## src/hw/rtl/min_priority_queue_defines.svh

```systemverilog
// Assertion macros for the min priority queue.
`ifndef MIN_PRIORITY_QUEUE_DEFINES_SVH
`define MIN_PRIORITY_QUEUE_DEFINES_SVH

`ifndef SYNTHESIS
`define MPQ_ASSERT_IMP(name, clk, rst_n, ante, cons, msg) \
	name: assert property (@(posedge clk) disable iff (!rst_n) (ante) |-> (cons)) \
		else $error(msg);
`define MPQ_ASSERT_NXT(name, clk, rst_n, ante, cons, msg) \
	name: assert property (@(posedge clk) disable iff (!rst_n) (ante) |=> (cons)) \
		else $error(msg);
`else
`define MPQ_ASSERT_IMP(name, clk, rst_n, ante, cons, msg)
`define MPQ_ASSERT_NXT(name, clk, rst_n, ante, cons, msg)
`endif

`endif

```

## src/hw/rtl/mpq_pkg.sv

```systemverilog
// Types and constants shared by the min priority queue.
package mpq_pkg;

	localparam int HEAP_DEPTH = 128;
	localparam int KEY_BITS   = 16;
	localparam int CELL_W     = 8;
	localparam int KEY_FIELD_W = 16;
	localparam int COUNT_FIELD_W = 8;

	localparam int ADDR_W    = $clog2(HEAP_DEPTH);
	localparam int MEM_DEPTH = 1 << ADDR_W;
	localparam int CNT_W     = $clog2(HEAP_DEPTH + 1);
	localparam int IDX_W     = CNT_W + 1;

	typedef enum logic [1:0] {
		MODE_PUSH   = 2'd0,
		MODE_POP    = 2'd1,
		MODE_UPDATE = 2'd2,
		MODE_CLEAR  = 2'd3
	} mode_t;

	typedef enum logic [1:0] {
		ST_OK      = 2'd0,
		ST_FULL    = 2'd1,
		ST_EMPTY   = 2'd2,
		ST_MISSING = 2'd3
	} status_t;

	typedef enum logic [2:0] {
		S_IDLE,
		S_POP_RD,
		S_SRCH,
		S_UP_START,
		S_UP,
		S_DOWN,
		S_PLACE,
		S_DONE
	} seq_state_t;

	typedef struct packed {
		mode_t                  mode;
		logic [CELL_W-1:0]      cell_id;
		logic [KEY_FIELD_W-1:0] key_value;
	} cmd_t;

	typedef struct packed {
		logic [CELL_W-1:0]        popped_cell;
		logic [COUNT_FIELD_W-1:0] entry_count;
		status_t                  status;
	} rsp_t;

	typedef struct packed {
		logic [CELL_W-1:0]   cell_id;
		logic [KEY_BITS-1:0] key;
	} entry_t;

	typedef struct packed {
		logic              we;
		logic [ADDR_W-1:0] waddr;
		entry_t            wdata;
		logic [ADDR_W-1:0] raddr_a;
		logic [ADDR_W-1:0] raddr_b;
	} mem_req_t;

endpackage

```

## src/hw/rtl/mpq_store.sv

```systemverilog
// Heap storage: one write port, two registered read ports.
module mpq_store (
	input  logic              clk,
	input  mpq_pkg::mem_req_t req,
	output mpq_pkg::entry_t   rd_a,
	output mpq_pkg::entry_t   rd_b
);
	import mpq_pkg::*;

	entry_t mem_q [MEM_DEPTH];

	always_ff @(posedge clk) begin
		if (req.we) begin
			mem_q[req.waddr] <= req.wdata;
		end
		rd_a <= mem_q[req.raddr_a];
		rd_b <= mem_q[req.raddr_b];
	end

endmodule

```

## config.mk

```make
export PLATFORM = sky130hd
export DESIGN_NAME = mpq_store
export DESIGN_NICKNAME = d
export VERILOG_FILES = /design/src/hw/rtl/min_priority_queue_defines.svh /design/src/hw/rtl/mpq_pkg.sv /design/src/hw/rtl/mpq_store.sv
export SDC_FILE = /design/constraint.sdc
export NUM_CORES = 2
export LEC_CHECK = 0
export BUFFER_PORTS_ARGS = -buffer_cell sky130_fd_sc_hd__buf_4
export CORE_MARGIN = 8
export CORE_UTILIZATION = 40
export DETAILED_ROUTE_END_ITERATION = 6
export GPL_TIMING_DRIVEN = 0
export SYNTH_ARGS = -nofsm -noshare
export SYNTH_HDL_FRONTEND = slang
export SYNTH_SLANG_ARGS = --single-unit
```

## constraint.sdc

```tcl
create_clock -name clk -period 7.5 [get_ports clk]
set_clock_uncertainty 0.1 [all_clocks]
set_input_delay 1.875 -clock clk [delete_from_list [all_inputs] [get_ports clk]]
set_output_delay 1.875 -clock clk [all_outputs]
set_load 0.05 [all_outputs]
```

After elaboration in Yosys (flattened, before gate mapping)
Memory sizes are Yosys's and may differ from the RTL's. A register that Yosys moved wholly into a read port is not among the register bits.
Index checks and enable logic that the tools add are counted.
Cells by class
  $add $sub $neg: 0
  $mul: 0
  div/mod/pow operators: 0
  magnitude comparators: 0
  equality and inequality tests: 0
  shift-type cells: 0
  muxes and demuxes: 2
  bitwise gates (word level): 0
  reductions and logical operators: 0
Operators with widths (number)
  2-to-1 mux 1 bit: 2
Word-level totals
  register bits: 0
  latch bits: 0
  bits in writable memories: 3072
  ROM bits: 0
  input port bits: 47
  output and inout bits: 48
  logic and storage cells: 3
  memories: 1
Memories
  mem_q: words 128, width 24, read ports 2, clocked after memory_dff 2, write ports 1, line mpq_store.sv:10  | entry_t mem_q [MEM_DEPTH];

Longest topological paths before layout
  word-level depth: 2
  gate-level depth with buffers: 8

Least setup slack after synthesis
No wires, ideal clock.
  kind: in2reg
  start point: in req[45] in the netlist's numbering
  end point: mem mem_q[98][0] in the netlist's numbering (enable)
  library setup time: 0.435 ns
  arrival: 4.116 ns
  path slack: 2.849 ns
  stages: 3
  buffers on the path: 1
  cells stage by stage: clkbuf_1 nand4_1 nor3_1
Between the ends
  longest elaborated chain between the ends: 2
Ends and longest elaborated chain
  start, declared: line mpq_store.sv:4  | input mpq_pkg::mem_req_t req,
  2-to-1 mux 1 bit: line mpq_store.sv:13  | if (req.we) begin
  2-to-1 mux 1 bit (not written as such): line mpq_store.sv:14  | mem_q[req.waddr] <= req.wdata;
  end, declared: line mpq_store.sv:10
Every way passes these cells.

==> impl_metrics.json <==
{
  "status": "complete, but fails checks",
  "violations": "capacitance limit, slew limit",
  "die-height_um": 611,
  "io_pins": 95,
  "cp_cell_sequence": "clkbuf_1 -> clkbuf_2 -> clkbuf_1 -> mux4_2 -> mux4_2 -> mux4_2 -> mux2_2",
  "tightest_slew_ns": 1.57,
  "yosysSeqAreaShare": 0.657,
  "drive_above_1_share": 0.461,
  "fin_ws_ns": 1.25,
  "whs_path_depth": 4,
  "antenna_found_initial": 110,
  "r2r_setup_slack_ns": 4.58,
  "final_core_util": 0.464,
  "numClockSinks": 3120,
  "syn_area_um2": 142000,
  "path_class": "primary input to flop",
  "fin_tns_setup_ns": 0,
  "rsz0062_at_grt": "no",
  "p_per_area_nw_per_um2": 241,
  "track_usage": 0.259,
  "grt_pass1_vias": 76800,
  "dieArea_um2": 374000,
  "cp-end-kind": "flop",
  "wl_per_cell_um": 42.7,
  "initial_core_util": 0.402,
  "gp_congestion": 1.02,
  "hold_viol_final": 0,
  "layout_commonest_cell": "edfxtp_1",
  "post_cts_buffers": 0,
  "port_buffers": 76,
  "clk_latency_ns": 0.91,
  "vias_per_cell": 6.63,
  "dieWidth_um": 611,
  "clock_path_buffers": 4,
  "hold_end": "rd_b[15]",
  "tritoncts": "built",
  "numCtsBuffers": 331,
  "r2r_end": "rd_a[8]",
  "cp-start-kind": "primary input",
  "rr_startpoint": "mem_q[77][8]",
  "cts_resized": 0,
  "grt_max_degree": 129,
  "fp.coreArea_um2": 353000,
  "min_period_over_period": 0.834,
  "worstPathArrival_ns": 6.88,
  "hold_path_startpoint": "mem_q[108][15]",
  "drt_pass1_iterations": 7,
  "hold_class": "flop to flop",
  "critPathRequiredTime_ns": 8.13,
  "slowest_stage": "clkbuf_1",
  "path_max_fanout": 12,
  "synth_edf_count": 3072,
  "yosysWarnings": 0,
  "drc": 0,
  "cts_max_level": 5,
  "syn_nets": 5868,
  "synthArstFlopShare": 0,
  "whs_ns": 1.10,
  "antenna_left": 0,
  "ff2ff_path_depth": 4,
  "row_count": 218,
  "relSlewSlack": -0.0474,
  "grt_pass1_wl_um": 661000,
  "root_buffer": "clkbuf_16",
  "synthCells": 5821,
  "min_period_ns": 6.25,
  "area_delta_synth_final_pct": 15.5,
  "dp_hpwl_um": 351000,
  "setup_viol": 0,
  "peakVddDrop_uv": 166,
  "pre_cts_ws_ns": 0.412,
  "clkTransAtPathRegs_ns": 0.06,
  "slowest_delay_ns": 1.07,
  "num_vias": 76400,
  "crit_top_cell": "mux4_2",
  "fin_nets": 6438,
  "p_leak_uw": 0.0494,
  "syn_area_per_cell_um2": 24.4,
  "fmax_ghz": 0.160,
  "overflow": 0,
  "cts_hold_buf": 0,
  "synthFlopType": "edfxtp_1",
  "max_cap_violations": 4,
  "drt_wl_total_um": 492000,
  "drv_slew": 116,
  "ys_ff_latch": 3120,
  "final_cell_mix": "edfxtp_1, mux4_2, clkbuf_16, clkbuf_1, buf_2",
  "synth_cell_types": 17,
  "drt_iter0_drc": 11300
}
-- report_power, final --
part           internal (µW)  switching, µW
Combinational           1440           2490
Clock                   9390           6920
Sequential             19300           44.7
-- kinds of logic after synthesis --
kind of cell | after synthesis | synth area share
buf+inv | 467 | 0.0136
flops | 3120 | 0.657
mux | 2064 | 0.324
simple gates | 170 | 0.00492
-- worst max-delay path: cells and delay by family --
kind / cells / cell delay, ns
muxes: 4 / 2.08
buffers and inverters: 3 / 2.83
-- how the worst max path moves through the flow --
| stage | start | to |
|---|---|---|
| after CTS | req[9] | rd_a[15] |
| after global placement | req[9] | rd_a[3] |
| after detailed placement | req[9] | rd_a[15] |
| after floorplan | req[45] | mem_q[98][0] |
| after global routing | req[2] | rd_b[22] |
| final | req[9] | rd_a[4] |
-- synth_stat cells, drive strengths merged, types with 3 or more instances --
cell type  count  area (µm²)
mux4        2016       45400
nor2         122         458
mux2          48         541
nand4          3        18.8
nand2         14        52.6
buf          220        1010
nand3         12        60.1
dfxtp         48         961
nor2b          7        43.8
clkbuf       247         927
nor3           9        45.0
edfxtp      3072       92200
-- per-stage QoR --
step	cell area, µm²	cells	power, µW
global placement	148000	10600	23400
CTS	163000	11400	39600
detailed placement	152000	10800	23500
finish	164000	11500	39600
global route	164000	11500	40300
floorplan	142000	5821	21700
-- layout make-up --
cell class                 count  area (µm²)
antenna                      144         360
clock buffer                 409        8950
multi-input combinational   2234       47600
clock inverter               178        1570
sequential                  3120       93200
timing repair buffer         237        4220
tap                         4730        5920
fill                       28500      189000
buffer                       467        2000
-- sequential cells by signal, summed over array words and instances, names as in the netlist --
| signal | count |
|---|---|
| mem_q | 3072 |
| rd_a | 24 |
| rd_b | 24 |
-- routing by layer --
metal	GRT usage	vias up	share of wire
met3	0.0935	958	0.13
met4	0.121	24	0.056
met1	0.325	42300	0.35
li1	-	28000	-
met5	0	-	0.00032
met2	0.403	5082	0.47
(Power assumes the default switching activity.)
