File: src/hw/rtl/min_priority_queue_defines.svh
// Assertion macros for the min priority queue.
`ifndef MIN_PRIORITY_QUEUE_DEFINES_SVH
`define MIN_PRIORITY_QUEUE_DEFINES_SVH

`ifndef SYNTHESIS
`define MPQ_ASSERT_IMP(name, clk, rst_n, ante, cons, msg) \
	name: assert property (@(posedge clk) disable iff (!rst_n) (ante) |-> (cons)) \
		else $error(msg);
`define MPQ_ASSERT_NXT(name, clk, rst_n, ante, cons, msg) \
	name: assert property (@(posedge clk) disable iff (!rst_n) (ante) |=> (cons)) \
		else $error(msg);
`else
`define MPQ_ASSERT_IMP(name, clk, rst_n, ante, cons, msg)
`define MPQ_ASSERT_NXT(name, clk, rst_n, ante, cons, msg)
`endif

`endif

File: src/hw/rtl/mpq_pkg.sv
// Types and constants shared by the min priority queue.
package mpq_pkg;

	localparam int HEAP_DEPTH = 128;
	localparam int KEY_BITS   = 16;
	localparam int CELL_W     = 8;
	localparam int KEY_FIELD_W = 16;
	localparam int COUNT_FIELD_W = 8;

	localparam int ADDR_W    = $clog2(HEAP_DEPTH);
	localparam int MEM_DEPTH = 1 << ADDR_W;
	localparam int CNT_W     = $clog2(HEAP_DEPTH + 1);
	localparam int IDX_W     = CNT_W + 1;

	typedef enum logic [1:0] {
		MODE_PUSH   = 2'd0,
		MODE_POP    = 2'd1,
		MODE_UPDATE = 2'd2,
		MODE_CLEAR  = 2'd3
	} mode_t;

	typedef enum logic [1:0] {
		ST_OK      = 2'd0,
		ST_FULL    = 2'd1,
		ST_EMPTY   = 2'd2,
		ST_MISSING = 2'd3
	} status_t;

	typedef enum logic [2:0] {
		S_IDLE,
		S_POP_RD,
		S_SRCH,
		S_UP_START,
		S_UP,
		S_DOWN,
		S_PLACE,
		S_DONE
	} seq_state_t;

	typedef struct packed {
		mode_t                  mode;
		logic [CELL_W-1:0]      cell_id;
		logic [KEY_FIELD_W-1:0] key_value;
	} cmd_t;

	typedef struct packed {
		logic [CELL_W-1:0]        popped_cell;
		logic [COUNT_FIELD_W-1:0] entry_count;
		status_t                  status;
	} rsp_t;

	typedef struct packed {
		logic [CELL_W-1:0]   cell_id;
		logic [KEY_BITS-1:0] key;
	} entry_t;

	typedef struct packed {
		logic              we;
		logic [ADDR_W-1:0] waddr;
		entry_t            wdata;
		logic [ADDR_W-1:0] raddr_a;
		logic [ADDR_W-1:0] raddr_b;
	} mem_req_t;

endpackage

File: src/hw/rtl/mpq_seq.sv
// Command sequencer: search, sift up and sift down over the shared heap store.
module mpq_seq (
	input  logic              clk,
	input  logic              arst_n,
	input  logic              cmd_valid,
	output logic              cmd_ready,
	input  mpq_pkg::cmd_t     cmd,
	output logic              res_valid,
	input  logic              res_ready,
	output mpq_pkg::rsp_t     res,
	output mpq_pkg::mem_req_t mem_req,
	input  mpq_pkg::entry_t   rd_a,
	input  mpq_pkg::entry_t   rd_b
);
	import mpq_pkg::*;

	seq_state_t        state_q, state_d;
	logic [CNT_W-1:0]  count_q;
	logic [IDX_W-1:0]  pos_q, sidx_q;
	entry_t            mov_q;
	logic [CELL_W-1:0] popped_q;
	status_t           status_q;

	logic [IDX_W-1:0] cnt_x, par_idx, gpar_idx, lo_idx, hi_idx, pick_idx, nlo_idx, nhi_idx;
	logic [IDX_W-1:0] last_idx, s1_idx, s2_idx, s3_idx;
	logic [CNT_W-1:0] dec_cnt;
	entry_t           pick_ent;
	logic             accept, is_full, is_empty, up_less, down_less, hit_a, hit_b, more;

	// moving entry stays in mov_q; the hole walks through the heap
	always_comb begin
		cnt_x    = IDX_W'(count_q);
		par_idx  = (pos_q - IDX_W'(1)) >> 1;
		gpar_idx = (par_idx - IDX_W'(1)) >> 1;
		lo_idx   = {pos_q[IDX_W-2:0], 1'b1};
		hi_idx   = lo_idx + IDX_W'(1);
		// ties between children go right
		if ((hi_idx >= cnt_x) || (rd_a.key < rd_b.key)) begin
			pick_idx = lo_idx;
			pick_ent = rd_a;
		end else begin
			pick_idx = hi_idx;
			pick_ent = rd_b;
		end
		nlo_idx   = {pick_idx[IDX_W-2:0], 1'b1};
		nhi_idx   = nlo_idx + IDX_W'(1);
		dec_cnt   = count_q - CNT_W'(1);
		last_idx  = IDX_W'(dec_cnt);
		s1_idx    = sidx_q + IDX_W'(1);
		s2_idx    = sidx_q + IDX_W'(2);
		s3_idx    = sidx_q + IDX_W'(3);
		up_less   = mov_q.key < rd_a.key;
		down_less = pick_ent.key < mov_q.key;
		hit_a     = rd_a.cell_id == mov_q.cell_id;
		hit_b     = (s1_idx < cnt_x) && (rd_b.cell_id == mov_q.cell_id);
		more      = s2_idx < cnt_x;
		is_full   = count_q >= CNT_W'(HEAP_DEPTH);
		is_empty  = count_q == '0;
		accept    = cmd_valid && cmd_ready;
	end

	always_comb begin
		state_d = state_q;
		unique case (state_q)
			S_IDLE: begin
				if (accept) begin
					unique case (cmd.mode)
						MODE_PUSH:   state_d = is_full ? S_DONE : S_UP_START;
						MODE_POP:    state_d = is_empty ? S_DONE : S_POP_RD;
						MODE_UPDATE: state_d = is_empty ? S_DONE : S_SRCH;
						MODE_CLEAR:  state_d = S_DONE;
						default:     state_d = S_DONE;
					endcase
				end
			end
			S_POP_RD:   state_d = (dec_cnt > CNT_W'(1)) ? S_DOWN : S_DONE;
			S_SRCH:     state_d = (hit_a || hit_b) ? S_UP_START : (more ? S_SRCH : S_DONE);
			S_UP_START: state_d = (pos_q == '0) ? S_DONE : S_UP;
			S_UP:       state_d = up_less ? ((par_idx == '0) ? S_PLACE : S_UP) : S_DONE;
			S_DOWN:     state_d = down_less ? ((nlo_idx < cnt_x) ? S_DOWN : S_PLACE) : S_DONE;
			S_PLACE:    state_d = S_DONE;
			S_DONE:     state_d = res_ready ? S_IDLE : S_DONE;
			default:    state_d = S_IDLE;
		endcase
	end

	always_comb begin
		mem_req   = '0;
		cmd_ready = (state_q == S_IDLE);
		res_valid = (state_q == S_DONE);
		unique case (state_q)
			S_IDLE: begin
				mem_req.raddr_a = '0;
				mem_req.raddr_b = (cmd.mode == MODE_POP) ? last_idx[ADDR_W-1:0] : ADDR_W'(1);
			end
			S_POP_RD: begin
				// one entry left (or none): last entry lands at the root directly
				mem_req.we      = !(dec_cnt > CNT_W'(1));
				mem_req.waddr   = '0;
				mem_req.wdata   = rd_b;
				mem_req.raddr_a = ADDR_W'(1);
				mem_req.raddr_b = ADDR_W'(2);
			end
			S_SRCH: begin
				mem_req.raddr_a = s2_idx[ADDR_W-1:0];
				mem_req.raddr_b = s3_idx[ADDR_W-1:0];
			end
			S_UP_START: begin
				mem_req.we      = (pos_q == '0);
				mem_req.waddr   = pos_q[ADDR_W-1:0];
				mem_req.wdata   = mov_q;
				mem_req.raddr_a = par_idx[ADDR_W-1:0];
			end
			S_UP: begin
				mem_req.we      = 1'b1;
				mem_req.waddr   = pos_q[ADDR_W-1:0];
				mem_req.wdata   = up_less ? rd_a : mov_q;
				mem_req.raddr_a = gpar_idx[ADDR_W-1:0];
			end
			S_DOWN: begin
				mem_req.we      = 1'b1;
				mem_req.waddr   = pos_q[ADDR_W-1:0];
				mem_req.wdata   = down_less ? pick_ent : mov_q;
				mem_req.raddr_a = nlo_idx[ADDR_W-1:0];
				mem_req.raddr_b = nhi_idx[ADDR_W-1:0];
			end
			S_PLACE: begin
				mem_req.we    = 1'b1;
				mem_req.waddr = pos_q[ADDR_W-1:0];
				mem_req.wdata = mov_q;
			end
			S_DONE: begin
			end
			default: begin
			end
		endcase
	end

	always_ff @(posedge clk or negedge arst_n) begin
		if (!arst_n) begin
			state_q <= S_IDLE;
			count_q <= '0;
		end else begin
			state_q <= state_d;
			if (state_q == S_IDLE && accept) begin
				if (cmd.mode == MODE_PUSH && !is_full) begin
					count_q <= count_q + CNT_W'(1);
				end else if (cmd.mode == MODE_CLEAR) begin
					count_q <= '0;
				end
			end else if (state_q == S_POP_RD) begin
				count_q <= dec_cnt;
			end
		end
	end

	always_ff @(posedge clk) begin
		unique case (state_q)
			S_IDLE: begin
				if (accept) begin
					mov_q.cell_id <= cmd.cell_id;
					mov_q.key     <= cmd.key_value[KEY_BITS-1:0];
					pos_q         <= cnt_x;
					sidx_q        <= '0;
					popped_q      <= '0;
					if (cmd.mode == MODE_PUSH && is_full) begin
						status_q <= ST_FULL;
					end else if (cmd.mode == MODE_POP && is_empty) begin
						status_q <= ST_EMPTY;
					end else if (cmd.mode == MODE_UPDATE && is_empty) begin
						status_q <= ST_MISSING;
					end else begin
						status_q <= ST_OK;
					end
				end
			end
			S_POP_RD: begin
				popped_q <= rd_a.cell_id;
				mov_q    <= rd_b;
				pos_q    <= '0;
			end
			S_SRCH: begin
				if (hit_a) begin
					pos_q <= sidx_q;
				end else if (hit_b) begin
					pos_q <= s1_idx;
				end else if (more) begin
					sidx_q <= s2_idx;
				end else begin
					status_q <= ST_MISSING;
				end
			end
			S_UP: begin
				if (up_less) begin
					pos_q <= par_idx;
				end
			end
			S_DOWN: begin
				if (down_less) begin
					pos_q <= pick_idx;
				end
			end
			default: begin
			end
		endcase
	end

	assign res.popped_cell = popped_q;
	assign res.entry_count = COUNT_FIELD_W'(count_q);
	assign res.status      = status_q;

endmodule
File: config.mk
export PLATFORM = sky130hd
export DESIGN_NAME = mpq_seq
export DESIGN_NICKNAME = d
export VERILOG_FILES = /design/src/hw/rtl/min_priority_queue_defines.svh /design/src/hw/rtl/mpq_pkg.sv /design/src/hw/rtl/mpq_seq.sv
export SDC_FILE = /design/constraint.sdc
export NUM_CORES = 1
export LEC_CHECK = 0
export BUFFER_PORTS_ARGS = -buffer_cell sky130_fd_sc_hd__buf_2
export CAP_MARGIN = 20
export CORE_ASPECT_RATIO = 0.75
export CORE_MARGIN = 4
export CORE_UTILIZATION = 61
export DETAILED_ROUTE_END_ITERATION = 8
export GPL_ROUTABILITY_DRIVEN = 0
export GPL_TIMING_DRIVEN = 0
export PLACE_DENSITY = 0.88
export SLEW_MARGIN = 20
export SYNTH_ARGS = -nofsm -noshare
export SYNTH_HDL_FRONTEND = slang
export SYNTH_SLANG_ARGS = --single-unit
File: constraint.sdc
create_clock -name clk -period 11 [get_ports clk]
set_input_delay 0.55 -clock clk [delete_from_list [all_inputs] [get_ports clk]]
set_output_delay 0.55 -clock clk [all_outputs]
set_load 0.02 [all_outputs]
Yosys cells after proc, flatten, opt, wreduce, memory -nomap -nowiden
Index checks and enable logic that the tools add are counted.
{"block": "totals", "romBits": 0, "latch_bits": 0, "memories": 0, "regBits": 63, "ram_bits": 0, "word_cells": 122}
{"block": "op_classes", "n_eq_ne": 21, "n_div": 0, "n_addsub": 9, "bitwise": 0, "mux": 50, "n_lt_le_gt_ge": 9, "reduce_logical": 25, "n_mul": 0, "shifts": 0}
{"operator": "32-bit case mux with 5 select lines", "n": 1}
{"operator": "24-bit two-way mux", "n": 4}
{"operator": "9-bit two-way mux", "n": 10}
{"operator": "16-bit < comparator", "n": 3}
{"operator": "24-bit case mux with 2 select lines", "n": 1}
{"operator": "9-bit case mux with 5 select lines", "n": 1}
{"operator": "8-bit two-way mux", "n": 5}
{"operator": "7-bit case mux with 5 select lines", "n": 1}
{"operator": "7-bit case mux with 4 select lines", "n": 1}
{"operator": "9-bit by 8-bit < comparator with 1-bit output", "n": 3}
{"operator": "2-bit two-way mux", "n": 13}
{"operator": "3-bit case mux with 8 select lines", "n": 1}
{"operator": "3-bit two-way mux", "n": 7}
{"operator": "9-bit by 1-bit adder with 9-bit output (second input constant)", "n": 2}
{"operator": "9-bit logical NOT", "n": 2}
{"operator": "9-bit case mux with 2 select lines", "n": 1}
{"operator": "8-bit equality test", "n": 2}
{"operator": "8-bit case mux with 2 select lines", "n": 1}
{"operator": "8-bit by 1-bit subtractor with 8-bit output (second input constant)", "n": 2}
{"operator": "5-bit AND reduction", "n": 3}
{"operator": "3-bit equality test (second input constant)", "n": 4}
{"operator": "2-bit != test (second input constant)", "n": 6}
{"operator": "3-bit case mux with 4 select lines", "n": 1}
{"operator": "9-bit by 2-bit adder with 9-bit output (second input constant)", "n": 1}
{"operator": "25 further kinds", "n": 38}

Longest topological paths before layout
{"block": "logic_depth", "depth_word": 8, "mapped_depth": 23}

Least setup slack after synthesis
No wires, ideal clock.
{"block": "synth_timing", "kind": "flip-flop to output port", "startpoint": "register pos_q[0]", "endpoint": "output mem_req[14] in the netlist's numbering", "path_slack_ns": 5.607, "arrival_time_ns": 4.843, "stages_incl_launch_ff": 24, "path_cell_list": "edfxtp_1 ha_1 and3_1 and3_1 xor2_1 ha_1 o21ai_0 nor2_1 o22a_1 a211oi_2 buf_6 clkbuf_1 nand2_1 o21ai_0 ha_1 a211oi_1 o21ai_0 a221oi_4 nand2_1 a21oi_1 a221oi_2 a311o_4 buf_6 a221o_1"}
{"item": "start, declared", "line": "mpq_seq.sv:19", "text": "logic [IDX_W-1:0] pos_q, sidx_q;"}
{"item": "start signal, assigned", "line": "mpq_seq.sv:163", "text": "pos_q <= cnt_x;"}
{"item": "start signal, assigned", "line": "mpq_seq.sv:184", "text": "pos_q <= sidx_q;"}
{"item": "start signal, assigned", "line": "mpq_seq.sv:186", "text": "pos_q <= s1_idx;"}
{"item": "end, declared", "line": "mpq_seq.sv:11", "text": "output mpq_pkg::mem_req_t mem_req,"}

==> impl_metrics.yaml <==
finish:
  final-seq-area_sq_um: 1810
  synthToLayoutAreaGrowth_pct: 17.6
  final_layout_size_suffix_gt1_share_pct: 20.6
  highest_count_cells_in_the_layout_ignoring_fill_and_taps: "sky130_fd_sc_hd__buf_2 (143), sky130_fd_sc_hd__nand2_1 (83), sky130_fd_sc_hd__ha_1 (82), sky130_fd_sc_hd__inv_1 (70), sky130_fd_sc_hd__o21ai_0 (52)"
  nNetsFinal: 1112
  finish.instance_area_sq_um: 7920
  insertedDiodeCount: 0
  multiInputGateArea_sq_um: 4500
  fillers: 793
  layout_commonest_cell: "sky130_fd_sc_hd__buf_2"
sta:
  setup_viol_count_final: 0
  timing.final.max_slew_violations: 0
  maxClockFrequency_mhz: 142
  worstMarginPinSlew_ps: 855
  final_hold_viol_count: 0
  period_minus_slack_ps: 7060
  timing.slew.headroom_pct: 43.0
  fin_worst_skew_ps: 10.2
  grt_setup_unrepaired: "no"
  setup_total_negative_slack_ps: 0
  final.setup.worst_slack_ps: 3940
  finalCritPeriodShare_pct: 64.2
  final.hold.worst_slack_ps: 88.6
power:
  ir_drop_v: 0.000160
  power-per-cell-area_nw_per_um2: 314
  leakagePower_nw: 3.56
  total_power_w: 0.00249
logic_synthesis:
  synth_async_sr_flop_share_pct: 17.7
  synthesis.area_per_instance_sq_um: 8.43
  ys_warn_count: 0
  netlist.top_cell.by_area: "sky130_fd_sc_hd__edfxtp_1"
  synth-edff-count: 51
  syn_nets: 958
  yosysSeqAreaShare_pct: 26.8
  synth.top_cell.area_share_pct: 22.8
  synth_top_flop_cell: "sky130_fd_sc_hd__edfxtp_1"
  mappedNetlistArea_sq_um: 6730
  synth.ff_latch_count: 62
  synthesized_netlist_cell_count: 798
  leading_post_synthesis_cells_by_cell_area: "sky130_fd_sc_hd__edfxtp_1 (23%), sky130_fd_sc_hd__ha_1 (15%), sky130_fd_sc_hd__xnor2_1 (4.8%)"
  synth.distinct_cells: 58
global_route:
  track_usage_pct: 33.8
  number_of_global_route_vias_before_repair: 6656
  globalRouteOverflowTotal: 0
  antenna_violations_before_repair: 0
  grt_start_max_net_pins: 34
  first_pass_grt_wire_length_um: 34100
floorplanning:
  core_region_area_sq_um: 10500
  fp.dieArea_sq_um: 12800
  io-pin-count: 144
  die_height_um: 99.0
  rows: 32
  die_width_um: 129
  floorplan.initialDensity_pct: 63.9
critical_path:
  timing.critical_path.fanout_max: 10
  worstSetupStartpointType: "flop"
  critical_path_class: "flop to primary output"
  cp.arrival_ps: 6510
  critical_path.endpoint_type: "primary output"
  worst_ep_required_time_ps: 10450
placed_design:
  numPortBuffers: 143
  post-dp-hpwl_um: 16600
  dpl_worst_slack_ps: 4470
  dpl_cell_area_sq_um: 7620
drt:
  drt-initial-drc-count: 936
  routed-via-count: 7106
  drt_first_pass_iters: 6
  post_drt_wl_per_cell_um: 20.2
  route.detailed.drc: 0
  drt_wl_total_um: 22100
  post_drt_via_cell_ratio: 6.50
  detail-route-antenna-nets: 0
clocking:
  cts_sinks: 62
  cts.hold.buffers_added: 0
  worst_skew_pair.late_latency_ps: 340
  post_cts.resized_instances: 0
  cts-htree-levels: 3
  path_clk_slew_ps: 60
  tritoncts: "built"
  post-cts-setup-buffers: 0
  cts_inserted_buffers: 9
  root_buffer: "sky130_fd_sc_hd__clkbuf_16"
  clockBufferDepth: 2
job:
  max_cap_violations: 0
worst_hold_path:
  min_path_type: "primary input to asynchronous set/reset pin"
run_status:
  status: "finished, final reports clean"
==> cell type report <==
class                   count  area share (%)
multi-input cells         627            56.8
flip-flops and latches     62            22.8
repair buffers            143            9.04
inverters                  71            3.37
clock buffers              11            2.94
well taps                 136            2.15
plain buffers              38            2.09
clock inverters             5           0.775
==> metal layers <==
| metal | GRT usage, % | up-vias | share of wire [%] |
|---|---|---|---|
| met5 | 0 | - | 0 |
| met4 | 10.3 | 0 | 3.1 |
| met3 | 11.5 | 79 | 16 |
| met2 | 49.3 | 528 | 42 |
| met1 | 47.3 | 3271 | 40 |
| li1 | - | 3228 | - |
==> Yosys cell counts, types with 13 or more instances <==
| cell | instances |
|---|---|
| sky130_fd_sc_hd__xor2_1 | 18 |
| sky130_fd_sc_hd__inv_1 | 70 |
| sky130_fd_sc_hd__nor3_1 | 17 |
| sky130_fd_sc_hd__nor2_1 | 50 |
| sky130_fd_sc_hd__a31oi_1 | 13 |
| sky130_fd_sc_hd__mux2_2 | 26 |
| sky130_fd_sc_hd__and2_1 | 35 |
| sky130_fd_sc_hd__ha_1 | 82 |
| sky130_fd_sc_hd__clkbuf_1 | 34 |
| sky130_fd_sc_hd__nand2_1 | 83 |
| sky130_fd_sc_hd__edfxtp_1 | 51 |
| sky130_fd_sc_hd__o21ai_0 | 52 |
| sky130_fd_sc_hd__xnor2_1 | 37 |
| sky130_fd_sc_hd__a221o_1 | 28 |
| sky130_fd_sc_hd__nand3_1 | 21 |
| sky130_fd_sc_hd__a21oi_1 | 40 |
| sky130_fd_sc_hd__nand4_1 | 15 |
==> path summary, 6_finish.rpt <==
kind	cells past startpoint	end	slack, ps	start
setup / recovery	24	mem_req[14]	3940	pos_q[0]
hold / removal	1	count_q[2]	90	arst_n
setup reg to reg	21	pos_q[6]	5220	pos_q[0]
hold reg to reg	1	count_q[6]	660	count_q[6]
max in group asynchronous	1	count_q[6]	10680	arst_n
min in group clk	2	mov_q[13]	510	cmd[13]
==> metrics by stage <==
stage	utilization (%)	cells
detailed placement	72.4	1077
global route	75.2	1093
finish	75.2	1093
global placement	72.3	1077
floorplan	-	798
CTS	75.2	1093
==> worst max-delay path, cell delays in order, from the launching register on <==
cell	delay (ps)
sky130_fd_sc_hd__edfxtp_1	560
sky130_fd_sc_hd__ha_1	330
sky130_fd_sc_hd__and3_1	230
sky130_fd_sc_hd__and3_1	210
sky130_fd_sc_hd__xor2_1	150
sky130_fd_sc_hd__ha_1	270
sky130_fd_sc_hd__o21ai_0	70
sky130_fd_sc_hd__nor2_1	60
sky130_fd_sc_hd__o22a_1	240
sky130_fd_sc_hd__a211oi_2	260
sky130_fd_sc_hd__buf_6	200
sky130_fd_sc_hd__clkbuf_1	460
sky130_fd_sc_hd__nand2_1	100
sky130_fd_sc_hd__o21ai_0	100
sky130_fd_sc_hd__ha_1	270
sky130_fd_sc_hd__a211oi_1	230
sky130_fd_sc_hd__o21ai_0	180
sky130_fd_sc_hd__a221oi_4	330
sky130_fd_sc_hd__nand2_1	90
sky130_fd_sc_hd__a21oi_1	210
sky130_fd_sc_hd__a21oi_1	70
sky130_fd_sc_hd__o21ai_1	490
sky130_fd_sc_hd__clkbuf_1	580
sky130_fd_sc_hd__a221o_1	300
sky130_fd_sc_hd__buf_2	170
==> cells by family (layout without fill, tap and decap cells) <==
logic type / count (synthesis) / after routing / synth area share, %
simple gates: 260 / 260 / 18.8
compound gates: 204 / 204 / 21.2
flops: 62 / 62 / 26.8
buf+inv: 109 / 268 / 6.41
fa+ha+maj: 82 / 82 / 15.2
xor+xnor: 55 / 55 / 7.16
mux: 26 / 26 / 4.35
==> flip-flops by register name, indices dropped and copies added (netlist names) <==
signal and cells:
sidx_q 8, popped_q 8, status_q 2, pos_q 9
mov_q 24, state_q 3, count_q 8
==> power breakdown <==
part | total, W | internal [W] | switching (W) | leakage [nW]
sequential | 0.000423 | 0.000351 | 0.0000725 | 0.606
clock | 0.000292 | 0.000176 | 0.000115 | 0.144
combinational | 0.00177 | 0.000629 | 0.00114 | 2.82
total | 0.00249 | 0.00116 | 0.00133 | 3.56
(Power assumes the default switching activity.)
